<file path="config.mk">
export PLATFORM = sky130hd
export DESIGN_NAME = forel_radius_clustering
export DESIGN_NICKNAME = d
export VERILOG_FILES = /design/src/forel_pkg.sv /design/src/forel_ram.sv /design/src/forel_radius_clustering.sv
export SDC_FILE = /design/constraint.sdc
export NUM_CORES = 2
export LEC_CHECK = 0
export CAP_MARGIN = 40
export CORE_MARGIN = 1
export CORE_UTILIZATION = 65
export DETAILED_ROUTE_END_ITERATION = 12
export DONT_BUFFER_PORTS = 1
export PLACE_DENSITY = 0.81
export SETUP_SLACK_MARGIN = 0.05
export SLEW_MARGIN = 30
export SYNTH_ARGS = -nofsm -noshare
export SYNTH_HDL_FRONTEND = slang
export SYNTH_SLANG_ARGS = --single-unit
</file>
<file path="constraint.sdc">
create_clock -name clock -period 18.8 [get_ports clock]
set_input_delay 0.94 -clock clock [delete_from_list [all_inputs] [get_ports clock]]
set_output_delay 0.94 -clock clock [all_outputs]
set_load 0.1 [all_outputs]
</file>
<file path="src/forel_pkg.sv">
// Package for the FOREL radius clustering block: types, constants and the sequencer state.
// Used by forel_radius_clustering. No dependencies.
`default_nettype none
package forel_pkg;
   localparam int MaxPointsDef = 64;
   localparam int CoordBitsDef = 16;
   localparam int RadiusBits   = 35;
   localparam int RoundsBits   = 8;
   localparam int CsrDataBits  = 35;
   localparam int CsrIdxBits   = 1;

   localparam logic [CsrIdxBits-1:0] CsrRadius = 1'd0;
   localparam logic [CsrIdxBits-1:0] CsrRounds = 1'd1;

   localparam logic [1:0] MarkFree    = 2'd0;
   localparam logic [1:0] MarkHit     = 2'd1;
   localparam logic [1:0] MarkClaimed = 2'd2;

   typedef enum logic [3:0] {
      ST_LOAD,
      ST_SEED,
      ST_MARK,
      ST_DIV,
      ST_CLAIM,
      ST_EMIT,
      ST_CLEAR
   } state_type;

   typedef enum logic [1:0] {
      PASS_SEED,
      PASS_MARK,
      PASS_CLAIM
   } pass_type;
endpackage
`default_nettype wire

</file>
<file path="src/forel_ram.sv">
// Generic single-port-write, single-port-read RAM with registered read data.
// No dependencies.
`default_nettype none
module forel_ram #(
   parameter int Width = 8,
   parameter int Depth = 64
) (
   input  wire logic                     clock,
   input  wire logic                     wr_en,
   input  wire logic [$clog2(Depth)-1:0] wr_addr,
   input  wire logic [Width-1:0]         wr_data,
   input  wire logic [$clog2(Depth)-1:0] rd_addr,
   output logic      [Width-1:0]         rd_data
);
   logic [Width-1:0] mem [Depth];

   always_ff @(posedge clock) begin
      if (wr_en) begin
         mem[wr_addr] <= wr_data;
      end
      rd_data <= mem[rd_addr];
   end
endmodule
`default_nettype wire

</file>
<file path="src/forel_radius_clustering.sv">
// Top level of the FOREL radius clustering block: point store, sequencer, mean divider.
// Depends on forel_pkg and forel_ram.
//
//  channel | ports                                     | handshake
//  --------+-------------------------------------------+----------------------------
//  request | req_x, req_y, req_last                    | start && !busy
//  result  | rsp_point_index, rsp_cluster_id, rsp_final_res | rsp_valid, one cycle each
//  config  | csr_write, csr_index, csr_data             | csr_write
//
// Points load at one per cycle while busy is low. On last the block goes busy and clusters:
// each memory pass reads the N points through the registered memory read, and a cluster costs
// a seed pass, up to rounds+1 mark passes and a claim pass; a mark pass with hits adds
// a restoring division for the two means.
// A last seed pass finds no free point, then the labels stream out.
// After reset the mark memory is swept clear with busy high.
`default_nettype none
module forel_radius_clustering #(
   parameter int MAX_POINTS = forel_pkg::MaxPointsDef,
   parameter int COORD_BITS = forel_pkg::CoordBitsDef
) (
   input  wire logic                                clock,
   input  wire logic                                reset,
   input  wire logic                                start,
   output logic                                     busy,
   input  wire logic signed [15:0]                  req_x,
   input  wire logic signed [15:0]                  req_y,
   input  wire logic                                req_last,
   output logic                                     rsp_valid,
   output logic [5:0]                               rsp_point_index,
   output logic [5:0]                               rsp_cluster_id,
   output logic                                     rsp_final_res,
   input  wire logic                                csr_write,
   input  wire logic [forel_pkg::CsrIdxBits-1:0]    csr_index,
   input  wire logic [forel_pkg::CsrDataBits-1:0]   csr_data
);
   localparam int AW = $clog2(MAX_POINTS);
   localparam int CW = AW + 1;
   localparam int SW = COORD_BITS + AW;
   localparam int DW = 2 * COORD_BITS + 2;

   // configuration
   logic [forel_pkg::RadiusBits-1:0] radius_ff;
   logic [forel_pkg::RoundsBits-1:0] rounds_max_ff;

   always_ff @(posedge clock) begin
      if (reset) begin
         radius_ff     <= '0;
         rounds_max_ff <= forel_pkg::RoundsBits'(64);
      end else if (csr_write) begin
         case (csr_index)
            forel_pkg::CsrRadius: radius_ff <= csr_data[forel_pkg::RadiusBits-1:0];
            forel_pkg::CsrRounds: rounds_max_ff <= csr_data[forel_pkg::RoundsBits-1:0];
            default: ;
         endcase
      end
   end

   forel_pkg::state_type state_ff, state_in;
   forel_pkg::pass_type  pass_ff, pass_in;
   logic [CW-1:0] count_ff, count_in;
   logic [CW-1:0] rd_ptr_ff, rd_ptr_in;
   logic          rd_act_ff, rd_act_in;
   logic [AW-1:0] p1_idx_ff, p2_idx_ff;
   logic          p1_vld_ff, p2_vld_ff;
   logic signed [COORD_BITS-1:0] cx_ff, cx_in, cy_ff, cy_in;
   logic [6:0]    next_cl_ff, next_cl_in;
   logic [7:0]    rounds_ff, rounds_in;
   logic [AW-1:0] seed_ff, seed_in;
   logic          seed_found_ff, seed_found_in;
   logic          claimed_ff, claimed_in;
   logic signed [SW-1:0] sx_ff, sx_in, sy_ff, sy_in;
   logic [CW-1:0] n_ff, n_in;
   logic [AW-1:0] clr_ff, clr_in;

   // divider: |sum| / n, restoring, one bit per cycle, x then y
   logic [SW-1:0] dq_ff, dq_in;
   logic [CW-1:0] drem_ff, drem_in;
   logic [$clog2(SW+1)-1:0] dcnt_ff, dcnt_in;
   logic          dsel_ff, dsel_in;
   logic signed [COORD_BITS-1:0] mx_ff, mx_in;

   // memories
   logic                 xy_we;
   logic [AW-1:0]        xy_wa;
   logic [DW-3:0]        xy_wd, xy_rd;
   logic [AW-1:0]        rd_addr;
   logic                 mk_we;
   logic [AW-1:0]        mk_wa;
   logic [1:0]           mk_wd, mk_rd;
   logic                 lb_we;
   logic [AW-1:0]        lb_wa;
   logic [5:0]           lb_wd, lb_rd;

   forel_ram #(.Width(2*COORD_BITS), .Depth(MAX_POINTS)) u_xy (
      .clock, .wr_en(xy_we), .wr_addr(xy_wa), .wr_data(xy_wd),
      .rd_addr(rd_addr), .rd_data(xy_rd));
   forel_ram #(.Width(2), .Depth(MAX_POINTS)) u_mark (
      .clock, .wr_en(mk_we), .wr_addr(mk_wa), .wr_data(mk_wd),
      .rd_addr(rd_addr), .rd_data(mk_rd));
   forel_ram #(.Width(6), .Depth(MAX_POINTS)) u_label (
      .clock, .wr_en(lb_we), .wr_addr(lb_wa), .wr_data(lb_wd),
      .rd_addr(rd_addr), .rd_data(lb_rd));

   // stage 1: differences and squares registered
   logic signed [COORD_BITS-1:0] px, py;
   logic signed [COORD_BITS:0]   dx, dy;
   logic [2*COORD_BITS+1:0]      sqx_ff, sqy_ff;
   logic [1:0]                   p2_mark_ff;
   logic signed [COORD_BITS-1:0] p2_x_ff, p2_y_ff;
   logic [2*COORD_BITS+2:0]      d2;
   logic                         hit;

   assign px = xy_rd[2*COORD_BITS-1:COORD_BITS];
   assign py = xy_rd[COORD_BITS-1:0];
   assign dx = (COORD_BITS+1)'(px) - (COORD_BITS+1)'(cx_ff);
   assign dy = (COORD_BITS+1)'(py) - (COORD_BITS+1)'(cy_ff);

   always_ff @(posedge clock) begin
      sqx_ff     <= (2*COORD_BITS+2)'(dx * dx);
      sqy_ff     <= (2*COORD_BITS+2)'(dy * dy);
      p2_mark_ff <= mk_rd;
      p2_x_ff    <= px;
      p2_y_ff    <= py;
   end

   // sqx arrives in the cycle after the memory data; compare in stage 2
   assign d2  = (2*COORD_BITS+3)'(sqx_ff) + (2*COORD_BITS+3)'(sqy_ff);
   assign hit = (2*COORD_BITS+3 > forel_pkg::RadiusBits)
                ? (d2 <= (2*COORD_BITS+3)'(radius_ff))
                : ((forel_pkg::RadiusBits)'(d2) <= radius_ff);

   logic          sum_neg;
   logic [CW:0]   trial;
   logic [SW-1:0] q_fix;
   logic          rem_nz;

   always_comb begin
      sum_neg = dsel_ff ? sy_ff[SW-1] : sx_ff[SW-1];
      trial   = {drem_ff, dq_ff[SW-1]} - {1'b0, n_ff};
      rem_nz  = (drem_ff != '0);
      q_fix   = sum_neg ? SW'(-(dq_ff + SW'(rem_nz))) : dq_ff;
   end

   // sequencer
   logic last_p2;
   assign last_p2 = p2_vld_ff && (CW'(p2_idx_ff) == count_ff - CW'(1));

   always_comb begin
      state_in      = state_ff;
      pass_in       = pass_ff;
      count_in      = count_ff;
      rd_ptr_in     = rd_ptr_ff;
      rd_act_in     = 1'b0;
      cx_in         = cx_ff;
      cy_in         = cy_ff;
      next_cl_in    = next_cl_ff;
      rounds_in     = rounds_ff;
      seed_in       = seed_ff;
      seed_found_in = seed_found_ff;
      claimed_in    = claimed_ff;
      sx_in         = sx_ff;
      sy_in         = sy_ff;
      n_in          = n_ff;
      clr_in        = clr_ff;
      dq_in         = dq_ff;
      drem_in       = drem_ff;
      dcnt_in       = dcnt_ff;
      dsel_in       = dsel_ff;
      mx_in         = mx_ff;
      xy_we = 1'b0; xy_wa = '0; xy_wd = {COORD_BITS'(req_x), COORD_BITS'(req_y)};
      mk_we = 1'b0; mk_wa = p2_idx_ff; mk_wd = forel_pkg::MarkFree;
      lb_we = 1'b0; lb_wa = p2_idx_ff; lb_wd = next_cl_ff[5:0];
      rd_addr = rd_ptr_ff[AW-1:0];
      busy = (state_ff != forel_pkg::ST_LOAD);

      case (state_ff)
         forel_pkg::ST_CLEAR: begin
            mk_we = 1'b1;
            mk_wa = clr_ff;
            clr_in = clr_ff + AW'(1);
            if (clr_ff == AW'(MAX_POINTS - 1)) state_in = forel_pkg::ST_LOAD;
         end
         forel_pkg::ST_LOAD: begin
            if (start) begin
               if (count_ff < CW'(MAX_POINTS)) begin
                  xy_we = 1'b1;
                  xy_wa = count_ff[AW-1:0];
                  mk_we = 1'b1;
                  mk_wa = count_ff[AW-1:0];
                  count_in = count_ff + CW'(1);
               end
               if (req_last) begin
                  state_in      = forel_pkg::ST_SEED;
                  pass_in       = forel_pkg::PASS_SEED;
                  rd_ptr_in     = '0;
                  rd_act_in     = 1'b1;
                  seed_found_in = 1'b0;
               end
            end
         end
         forel_pkg::ST_SEED, forel_pkg::ST_MARK, forel_pkg::ST_CLAIM: begin
            // issue reads
            if (rd_act_ff || rd_ptr_ff == '0) begin
               if (rd_ptr_ff < count_ff - CW'(1)) begin
                  rd_ptr_in = rd_ptr_ff + CW'(1);
                  rd_act_in = 1'b1;
               end
            end
            // stage 2 retire
            if (p2_vld_ff) begin
               case (pass_ff)
                  forel_pkg::PASS_SEED: begin
                     if (!seed_found_ff && p2_mark_ff == forel_pkg::MarkFree) begin
                        seed_found_in = 1'b1;
                        seed_in = p2_idx_ff;
                        cx_in = p2_x_ff;
                        cy_in = p2_y_ff;
                     end
                  end
                  forel_pkg::PASS_MARK: begin
                     if (p2_mark_ff != forel_pkg::MarkClaimed) begin
                        mk_we = 1'b1;
                        mk_wd = hit ? forel_pkg::MarkHit : forel_pkg::MarkFree;
                        if (hit) begin
                           sx_in = sx_ff + SW'(p2_x_ff);
                           sy_in = sy_ff + SW'(p2_y_ff);
                           n_in  = n_ff + CW'(1);
                        end
                     end
                  end
                  default: begin
                     if (p2_mark_ff != forel_pkg::MarkClaimed) begin
                        mk_we = 1'b1;
                        mk_wd = hit ? forel_pkg::MarkClaimed : forel_pkg::MarkFree;
                        lb_we = hit;
                        if (hit) claimed_in = 1'b1;
                     end
                  end
               endcase
               if (last_p2) begin
                  rd_ptr_in = '0;
                  case (pass_ff)
                     forel_pkg::PASS_SEED: begin
                        sx_in = '0; sy_in = '0; n_in = '0;
                        if (seed_found_in) begin
                           state_in = forel_pkg::ST_MARK;
                           pass_in  = forel_pkg::PASS_MARK;
                           rounds_in = '0;
                           rd_act_in = 1'b1;
                        end else begin
                           state_in = forel_pkg::ST_EMIT;
                           rd_act_in = 1'b1;
                        end
                     end
                     forel_pkg::PASS_MARK: begin
                        if (n_in == '0) begin
                           state_in = forel_pkg::ST_CLAIM;
                           pass_in  = forel_pkg::PASS_CLAIM;
                           claimed_in = 1'b0;
                           rd_act_in = 1'b1;
                        end else begin
                           state_in = forel_pkg::ST_DIV;
                           dsel_in  = 1'b0;
                           dcnt_in  = '0;
                           drem_in  = '0;
                           dq_in    = sx_in[SW-1] ? SW'(-sx_in) : SW'(sx_in);
                        end
                     end
                     default: begin
                        if (!claimed_in) begin
                           mk_we = 1'b1;
                           mk_wa = seed_ff;
                           mk_wd = forel_pkg::MarkClaimed;
                           lb_we = 1'b1;
                           lb_wa = seed_ff;
                        end
                        next_cl_in = next_cl_ff + 7'd1;
                        state_in = forel_pkg::ST_SEED;
                        pass_in  = forel_pkg::PASS_SEED;
                        seed_found_in = 1'b0;
                        rd_act_in = 1'b1;
                     end
                  endcase
               end
            end
         end
         forel_pkg::ST_DIV: begin
            if (dcnt_ff == ($clog2(SW+1))'(SW)) begin
               if (!dsel_ff) begin
                  mx_in   = COORD_BITS'(q_fix);
                  dsel_in = 1'b1;
                  dcnt_in = '0;
                  drem_in = '0;
                  dq_in   = sy_ff[SW-1] ? SW'(-sy_ff) : SW'(sy_ff);
               end else begin
                  state_in  = forel_pkg::ST_CLAIM;
                  pass_in   = forel_pkg::PASS_CLAIM;
                  claimed_in = 1'b0;
                  if (!((mx_ff == cx_ff && COORD_BITS'(q_fix) == cy_ff) ||
                        rounds_ff >= rounds_max_ff)) begin
                     cx_in = mx_ff;
                     cy_in = COORD_BITS'(q_fix);
                     rounds_in = rounds_ff + 8'd1;
                     sx_in = '0; sy_in = '0; n_in = '0;
                     state_in = forel_pkg::ST_MARK;
                     pass_in  = forel_pkg::PASS_MARK;
                  end
                  rd_ptr_in = '0;
                  rd_act_in = 1'b1;
               end
            end else begin
               if (!trial[CW]) begin
                  drem_in = trial[CW-1:0];
                  dq_in   = {dq_ff[SW-2:0], 1'b1};
               end else begin
                  drem_in = {drem_ff[CW-2:0], dq_ff[SW-1]};
                  dq_in   = {dq_ff[SW-2:0], 1'b0};
               end
               dcnt_in = dcnt_ff + ($clog2(SW+1))'(1);
            end
         end
         forel_pkg::ST_EMIT: begin
            if (rd_ptr_ff < count_ff - CW'(1)) begin
               rd_ptr_in = rd_ptr_ff + CW'(1);
               rd_act_in = 1'b1;
            end
            if (p1_vld_ff) begin
               mk_we = 1'b1;
               mk_wa = p1_idx_ff;
               if (CW'(p1_idx_ff) == count_ff - CW'(1)) begin
                  state_in   = forel_pkg::ST_LOAD;
                  count_in   = '0;
                  next_cl_in = '0;
                  rd_ptr_in  = '0;
               end
            end
         end
         default: state_in = forel_pkg::ST_LOAD;
      endcase
   end

   always_ff @(posedge clock) begin
      if (reset) begin
         state_ff      <= forel_pkg::ST_CLEAR;
         pass_ff       <= forel_pkg::PASS_SEED;
         count_ff      <= '0;
         rd_ptr_ff     <= '0;
         rd_act_ff     <= 1'b0;
         p1_vld_ff     <= 1'b0;
         p2_vld_ff     <= 1'b0;
         cx_ff         <= '0;
         cy_ff         <= '0;
         next_cl_ff    <= '0;
         clr_ff        <= '0;
         seed_found_ff <= 1'b0;
      end else begin
         state_ff      <= state_in;
         pass_ff       <= pass_in;
         count_ff      <= count_in;
         rd_ptr_ff     <= rd_ptr_in;
         rd_act_ff     <= rd_act_in;
         p1_vld_ff     <= rd_act_ff && !(p2_vld_ff && last_p2) && state_ff != forel_pkg::ST_DIV;
         p2_vld_ff     <= p1_vld_ff && !(p2_vld_ff && last_p2) && state_ff != forel_pkg::ST_EMIT;
         cx_ff         <= cx_in;
         cy_ff         <= cy_in;
         next_cl_ff    <= next_cl_in;
         clr_ff        <= clr_in;
         seed_found_ff <= seed_found_in;
      end
   end

   always_ff @(posedge clock) begin
      p1_idx_ff  <= rd_ptr_ff[AW-1:0];
      p2_idx_ff  <= p1_idx_ff;
      rounds_ff  <= rounds_in;
      seed_ff    <= seed_in;
      claimed_ff <= claimed_in;
      sx_ff      <= sx_in;
      sy_ff      <= sy_in;
      n_ff       <= n_in;
      dq_ff      <= dq_in;
      drem_ff    <= drem_in;
      dcnt_ff    <= dcnt_in;
      dsel_ff    <= dsel_in;
      mx_ff      <= mx_in;
   end

   // results straight from the label read in emit
   always_ff @(posedge clock) begin
      if (reset) begin
         rsp_valid <= 1'b0;
      end else begin
         rsp_valid <= (state_ff == forel_pkg::ST_EMIT) && p1_vld_ff;
      end
      rsp_point_index <= 6'(p1_idx_ff);
      rsp_cluster_id  <= lb_rd;
      rsp_final_res   <= (CW'(p1_idx_ff) == count_ff - CW'(1));
   end

   assert property (@(posedge clock) disable iff (reset)
      rsp_valid |-> busy || $past(state_ff == forel_pkg::ST_EMIT))
      else $error("result outside emit");
   assert property (@(posedge clock) disable iff (reset)
      (state_ff == forel_pkg::ST_LOAD) |-> count_ff <= CW'(MAX_POINTS))
      else $error("point count overflow");
   assert property (@(posedge clock) disable iff (reset)
      (state_ff == forel_pkg::ST_DIV) |-> n_ff != '0)
      else $error("divide by zero");
endmodule
`default_nettype wire
</file>
After elaboration in Yosys (flattened, before gate mapping)
Memories as Yosys holds them, arrays and structs flattened. A register that Yosys moved wholly into a read port is not among the register bits.
Index checks and enable logic that the tools add are counted.
Cells by class
  $add $sub $neg: 18
  multiply operators: 2
  magnitude comparators: 4
  equality and inequality tests: 36
  mux-type cells: 210
  bitwise operators: 2
  reduce and logical (&&, ||, !) cells: 44
Operators with widths (count)
  two-way mux 22 bit: 25
  two-way mux 7 bit: 35
  two-way mux 16 bit: 13
  case mux 22 bit (2 select lines): 3
  multiplier 17 x 17 -> 34 bit: 2
  two-way mux 6 bit: 11
  case mux 16 bit (2 select lines): 2
  two-way mux 1 bit: 62
  two-way mux 8 bit: 7
  case mux 7 bit (2 select lines): 4
  adder 22 x 16 -> 22 bit: 2
  negator 22 bit: 2
  two-way mux 4 bit: 9
  adder 34 x 34 -> 35 bit: 1
  <= comparator 35 bit: 1
  != test 2 bit, second input constant: 17
  subtractor 16 x 16 -> 17 bit: 2
  == test 16 bit: 2
  two-way mux 2 bit: 16
  two-way mux 5 bit: 6
  adder 7 x 1 -> 7 bit, second input constant: 4
  case mux 7 bit (4 select lines): 1
  case mux 6 bit (4 select lines): 1
  case mux 4 bit (5 select lines): 1
  51 further kinds: 87
Word-level totals
  register bits after elaboration: 351
  bits in writable memories: 2560
  bits of input ports: 73
  output and inout port bits: 15
  word-level logic and storage cells: 354
  memories: 3
Memories
  u_xy.mem: words 64, width 32, read ports 1, clocked after memory_dff 1, wr ports 1, RTL line forel_ram.sv:15  | logic [Width-1:0] mem [Depth];
  u_label.mem: words 64, width 6, read ports 1, clocked after memory_dff 1, wr ports 1, RTL line forel_ram.sv:15
  u_mark.mem: words 64, width 2, read ports 1, clocked after memory_dff 1, wr ports 1, RTL line forel_ram.sv:15

Logic depth before layout (Yosys ltp)
  depth after elaboration: 14
  mapped depth: 39
  depth with buffers taken out: 39

Cells and area by module
A second synthesis with hierarchy kept.
Unflattened totals
  cells, all modules: 9212
  area, all modules: 141199.2 um2
Modules (own cells, without submodules)
  forel_ram at u_xy: instances 1, cells an instance 3511, area an instance 79039.6 um2, seq. area each 62139.6 um2
  forel_radius_clustering: instances 1, cells an instance 4657, area an instance 41464.8 um2, seq. area each 8117.8 um2
  forel_ram at u_label: instances 1, cells an instance 729, area an instance 15205.8 um2, seq. area each 11651.2 um2
  forel_ram at u_mark: instances 1, cells an instance 315, area an instance 5489.0 um2, seq. area each 3883.7 um2

Worst setup path after synthesis
OpenSTA, ideal clock, no wires.
  kind: register -> register
  start: register cx_ff[0]
  end: register sqx_ff[31]
  library setup time: 0.072 ns
  arrival: 8.960 ns
  required time: 18.728 ns
  path slack: 9.768 ns
  stages on the path, launching flop included: 38
  buffers on the path: 1
  period minus slack after synthesis: 9.032 ns
  cell sequence: dfxtp_1 ha_1 inv_1 fa_1 a21o_1 a21oi_1 o21ai_0 a21oi_1 o21bai_1 a211oi_1 o21ai_0 a311oi_1 nor2_1 o31a_1 clkinv_1 clkbuf_1 nand2_1 fa_1 [... 2 more ...] fa_1 fa_1 fa_1 inv_1 fa_1 inv_1 ha_1 and4_1 and2_1 nand2_1 o21ai_0 or2_2 a221o_1 a21oi_1 a211oi_1 or3_1 a21oi_1 xnor2_1
On the way
  longest elaborated chain between the ends: 2
RTL lines
  from (decl): RTL line forel_radius_clustering.sv:65  | logic signed [COORD_BITS-1:0] cx_ff, cx_in, cy_ff, cy_in;
  from (signal assigned): RTL line forel_radius_clustering.sv:364  | cx_ff <= cx_in;
  subtractor 16 x 16 -> 17 bit: RTL line forel_radius_clustering.sv:115  | assign dx = (COORD_BITS+1)'(px) - (COORD_BITS+1)'(cx_ff);
  multiplier 17 x 17 -> 34 bit: RTL line forel_radius_clustering.sv:119  | sqx_ff <= (2*COORD_BITS+2)'(dx * dx);
  to (signal assigned): RTL line forel_radius_clustering.sv:119
  to (decl): RTL line forel_radius_clustering.sv:107  | logic [2*COORD_BITS+1:0] sqx_ff, sqy_ff;
No other way between the ends.
A chain may end at the register's enable or synchronous reset.

Worst setup path in the final report
  start: register cy_ff[0]
  end: register sqy_ff[33]
On the way
  longest elaborated chain between the ends: 2
RTL lines
  from (decl): RTL line forel_radius_clustering.sv:65
  from (signal assigned): RTL line forel_radius_clustering.sv:365  | cy_ff <= cy_in;
  subtractor 16 x 16 -> 17 bit: RTL line forel_radius_clustering.sv:116  | assign dy = (COORD_BITS+1)'(py) - (COORD_BITS+1)'(cy_ff);
  multiplier 17 x 17 -> 34 bit: RTL line forel_radius_clustering.sv:120  | sqy_ff <= (2*COORD_BITS+2)'(dy * dy);
  to (signal assigned): RTL line forel_radius_clustering.sv:120
  to (decl): RTL line forel_radius_clustering.sv:107
No other way between the ends.

==> flow_metrics.env <==
export IMPL_cpPeakStageDelay_ps=730
export IMPL_yosys_top_cells_area="edfxtp_1 58%, mux4_2 13%, fa_1 7.8%, dfxtp_1 3.9%, ha_1 3.2%"
export IMPL_first_pass_iters=7
export IMPL_synth_compound_area_share_pct=3.888
export IMPL_cts_tree="done"
export IMPL_start_util_pct=65.64
export IMPL_wl_per_cell_um=35.05
export IMPL_crit_slowest_cell="or4b_2"
export IMPL_nNetsFinal=9787
export IMPL_yosysSeqAreaShare_pct=61.44
export IMPL_final_cell_area_um2=154300
export IMPL_path_clk_slew_ps=60
export IMPL_final_hold_violation_count=0
export IMPL_ys_top_cells_by_count="2,677 x edfxtp_1, 808 x inv_1, 784 x mux4_2"
export IMPL_synth_top_family_by_area="multiplexers"
export IMPL_slew_violations=0
export IMPL_syn_mean_instance_area_um2=16.14
export IMPL_dieArea_um2=216700
export IMPL_postPlaceCellArea_um2=144100
export IMPL_setup_viol=0
export IMPL_rsz0062_at_grt="no"
export IMPL_grt_pass1_vias=85110
export IMPL_synth_net_count=9628
export IMPL_cts_root_buffer="clkbuf_16"
export IMPL_worstPathRequired_ps=19580
export IMPL_hpwl_um=232000
export IMPL_timing_hold_ws_ps=41.95
export IMPL_die_h_um=465.5
export IMPL_routed_via_count=83640
export IMPL_synth_edf_count=2677
export IMPL_end_kind="register"
export IMPL_status="completed"
export IMPL_synthAdderAreaFrac_pct=11.04
export IMPL_async_reset_ff_share_pct=0
export IMPL_grt_max_degree=105
export IMPL_finalSetupTns_ps=0
export IMPL_insertion_delay_ps=1000
export IMPL_hold_class="in2reg"
export IMPL_fmax_mhz=99.48
export IMPL_ys_ff_latch=2947
export IMPL_whs_path_depth=0
export IMPL_period_needed_ps=10050
export IMPL_utilization_pct=72.51
export IMPL_synth_area_leader_cell="edfxtp_1"
export IMPL_fin_skew_ps=112.8
export IMPL_routed_wl_um=415700
export IMPL_area_growth_pct=10.48
export IMPL_synth_main_ff_cell="edfxtp_1"
export IMPL_core_area_um2=212700
export IMPL_fp_dieW_um=465.5
export IMPL_cts_sink_count=2947
export IMPL_maxCapViolations=0
export IMPL_min_period_over_period_pct=53.47
export IMPL_max_slew_margin_pct=37.62
export IMPL_yosysMostFrequentCell="edfxtp_1"
export IMPL_critPathArrivalTime_ps=10830
export IMPL_synth_area_um2=139600
export IMPL_portBuffers=0
export IMPL_gp_congestion=0.9241
export IMPL_r2r_cells=34
export IMPL_route_detailed_drc=0
export IMPL_htreeDepth=5
export IMPL_cp_start_kind="register"
export IMPL_cp_common_cell="fa_1"
export IMPL_crit_fanout=12
export IMPL_synth_simple_area_share_pct=5.024
export IMPL_cts_made_buffers=306
export IMPL_ys_warn_count=0
export IMPL_routed_via_density=7.052
export IMPL_worstSetupPathType="reg2reg"
export IMPL_worst_pin_slew_ps=935.7
export IMPL_grt_antenna_before_repair=25
export IMPL_grt_overflow_total=0
export IMPL_num_rows=169
export IMPL_synth_top_cell_area_share_pct=57.57
export IMPL_clockBufferDepth=4
export IMPL_ioPinCount=88
export IMPL_grt_pass1_wl_um=591100
export IMPL_drt_iter0_markers=12090
export IMPL_synthXorXnorAreaFrac_pct=1.862
export IMPL_synth_mux_area_share_pct=13.52
export IMPL_drive_gt1_share_pct=17.52
export IMPL_track_usage_pct=38.42
export IMPL_syn_inst=8650
export IMPL_yosysUniqueCellTypes=89
export IMPL_ant_nets=0
==> worst max-delay path, delay by kind of cell, from the launching register on <==
family	cells	cell delay, ps
flip-flops	1	340
AO/OA/AOI/OAI	13	2830
buffers and inverters	5	700
AND/OR/NAND/NOR	5	1650
XOR/XNOR	2	490
adder cells (fa/ha/maj)	9	3920
==> layer usage <==
| layer | vias up | GRT usage (%) | wire length (um) |
|---|---|---|---|
| met1 | 42230 | 47.75 | 137200 |
| li1 | 32690 | - | - |
| met3 | 1676 | 9.305 | 48480 |
| met5 | - | 0 | 204 |
| met4 | 28 | 23.17 | 29220 |
| met2 | 7016 | 61.73 | 200600 |
==> registers in the layout (all words and copies together) (netlist names), 8 cells and up <==
name and flops:
u_mark.mem 128, cx_ff 16, sy_ff 22, mx_ff 16, sqx_ff 33, u_xy.rd_data 32
u_xy.mem 2048, p2_x_ff 16, dq_ff 22, sx_ff 22, p2_y_ff 16, radius_ff 35
sqy_ff 33, rounds_ff 8, cy_ff 16, rounds_max_ff 8, u_label.mem 384
==> cell families after synthesis <==
kind of cell             count (synthesis)
buffers and inverters                 1182
AND/OR/NAND/NOR                       1581
flip-flops                            2947
AO/OA/AOI/OAI                          834
multiplexers                           905
XOR/XNOR                               296
adder cells (fa/ha/maj)                905
==> what timing repair did <==
action	CTS	global route
hold buffers	2	0
resized for setup	0	0
setup buffers	0	0
endpoints found under the hold margin	3	0
==> area by class of cell <==
| type | count | area [um^2] |
|---|---|---|
| tap | 2821 | 3530 |
| sequential | 2947 | 85820 |
| clock buffer | 386 | 8300 |
| inverter | 819 | 3074 |
| fill | 12230 | 58470 |
| antenna | 6 | 15.01 |
| clock inverter | 146 | 1531 |
| multi-input combinational | 4521 | 49940 |
| timing repair buffer | 214 | 2046 |
==> final timing paths <==
| kind | slack [ps] | to | from |
|---|---|---|---|
| setup reg to reg | 8750 | sqy_ff[33] | cy_ff[0] |
| setup / recovery | 8750 | sqy_ff[33] | cy_ff[0] |
| hold / removal | 40 | u_xy.mem[63][29] | req_x[13] |
| hold reg to reg | 340 | p2_mark_ff[1] | u_mark.rd_data[1] |
==> layout by cell type (no fill, tap or decap), types with 37 or more instances in the layout <==
master / n
nand2b_1: 37
xor2_1: 110
o21ai_0: 141
a21oi_1: 261
inv_1: 807
dfxtp_1: 258
a211oi_1: 42
clkbuf_1: 57
fa_1: 545
nor2_4: 60
xnor2_1: 182
clkinv_1: 56
edfxtp_1: 2677
nor3_1: 63
nor2_1: 511
nand3_1: 101
ha_1: 360
mux2i_1: 112
buf_4: 163
clkinv_2: 51
mux4_2: 784
nand2_1: 541
a21o_1: 66
clkbuf_16: 316
nor2b_1: 46
==> per-stage QoR <==
step | setup slack (ps) | instances
CTS | 8808 | 11840
detailed placement | 8842 | 11300
global placement | 9101 | 11270
global route | 8156 | 11850
floorplan | 9768 | 8650
finish | 8748 | 11860
Power is not shown: default switching activity piles up to over one toggle a cycle in this logic, so the estimate is an artifact.
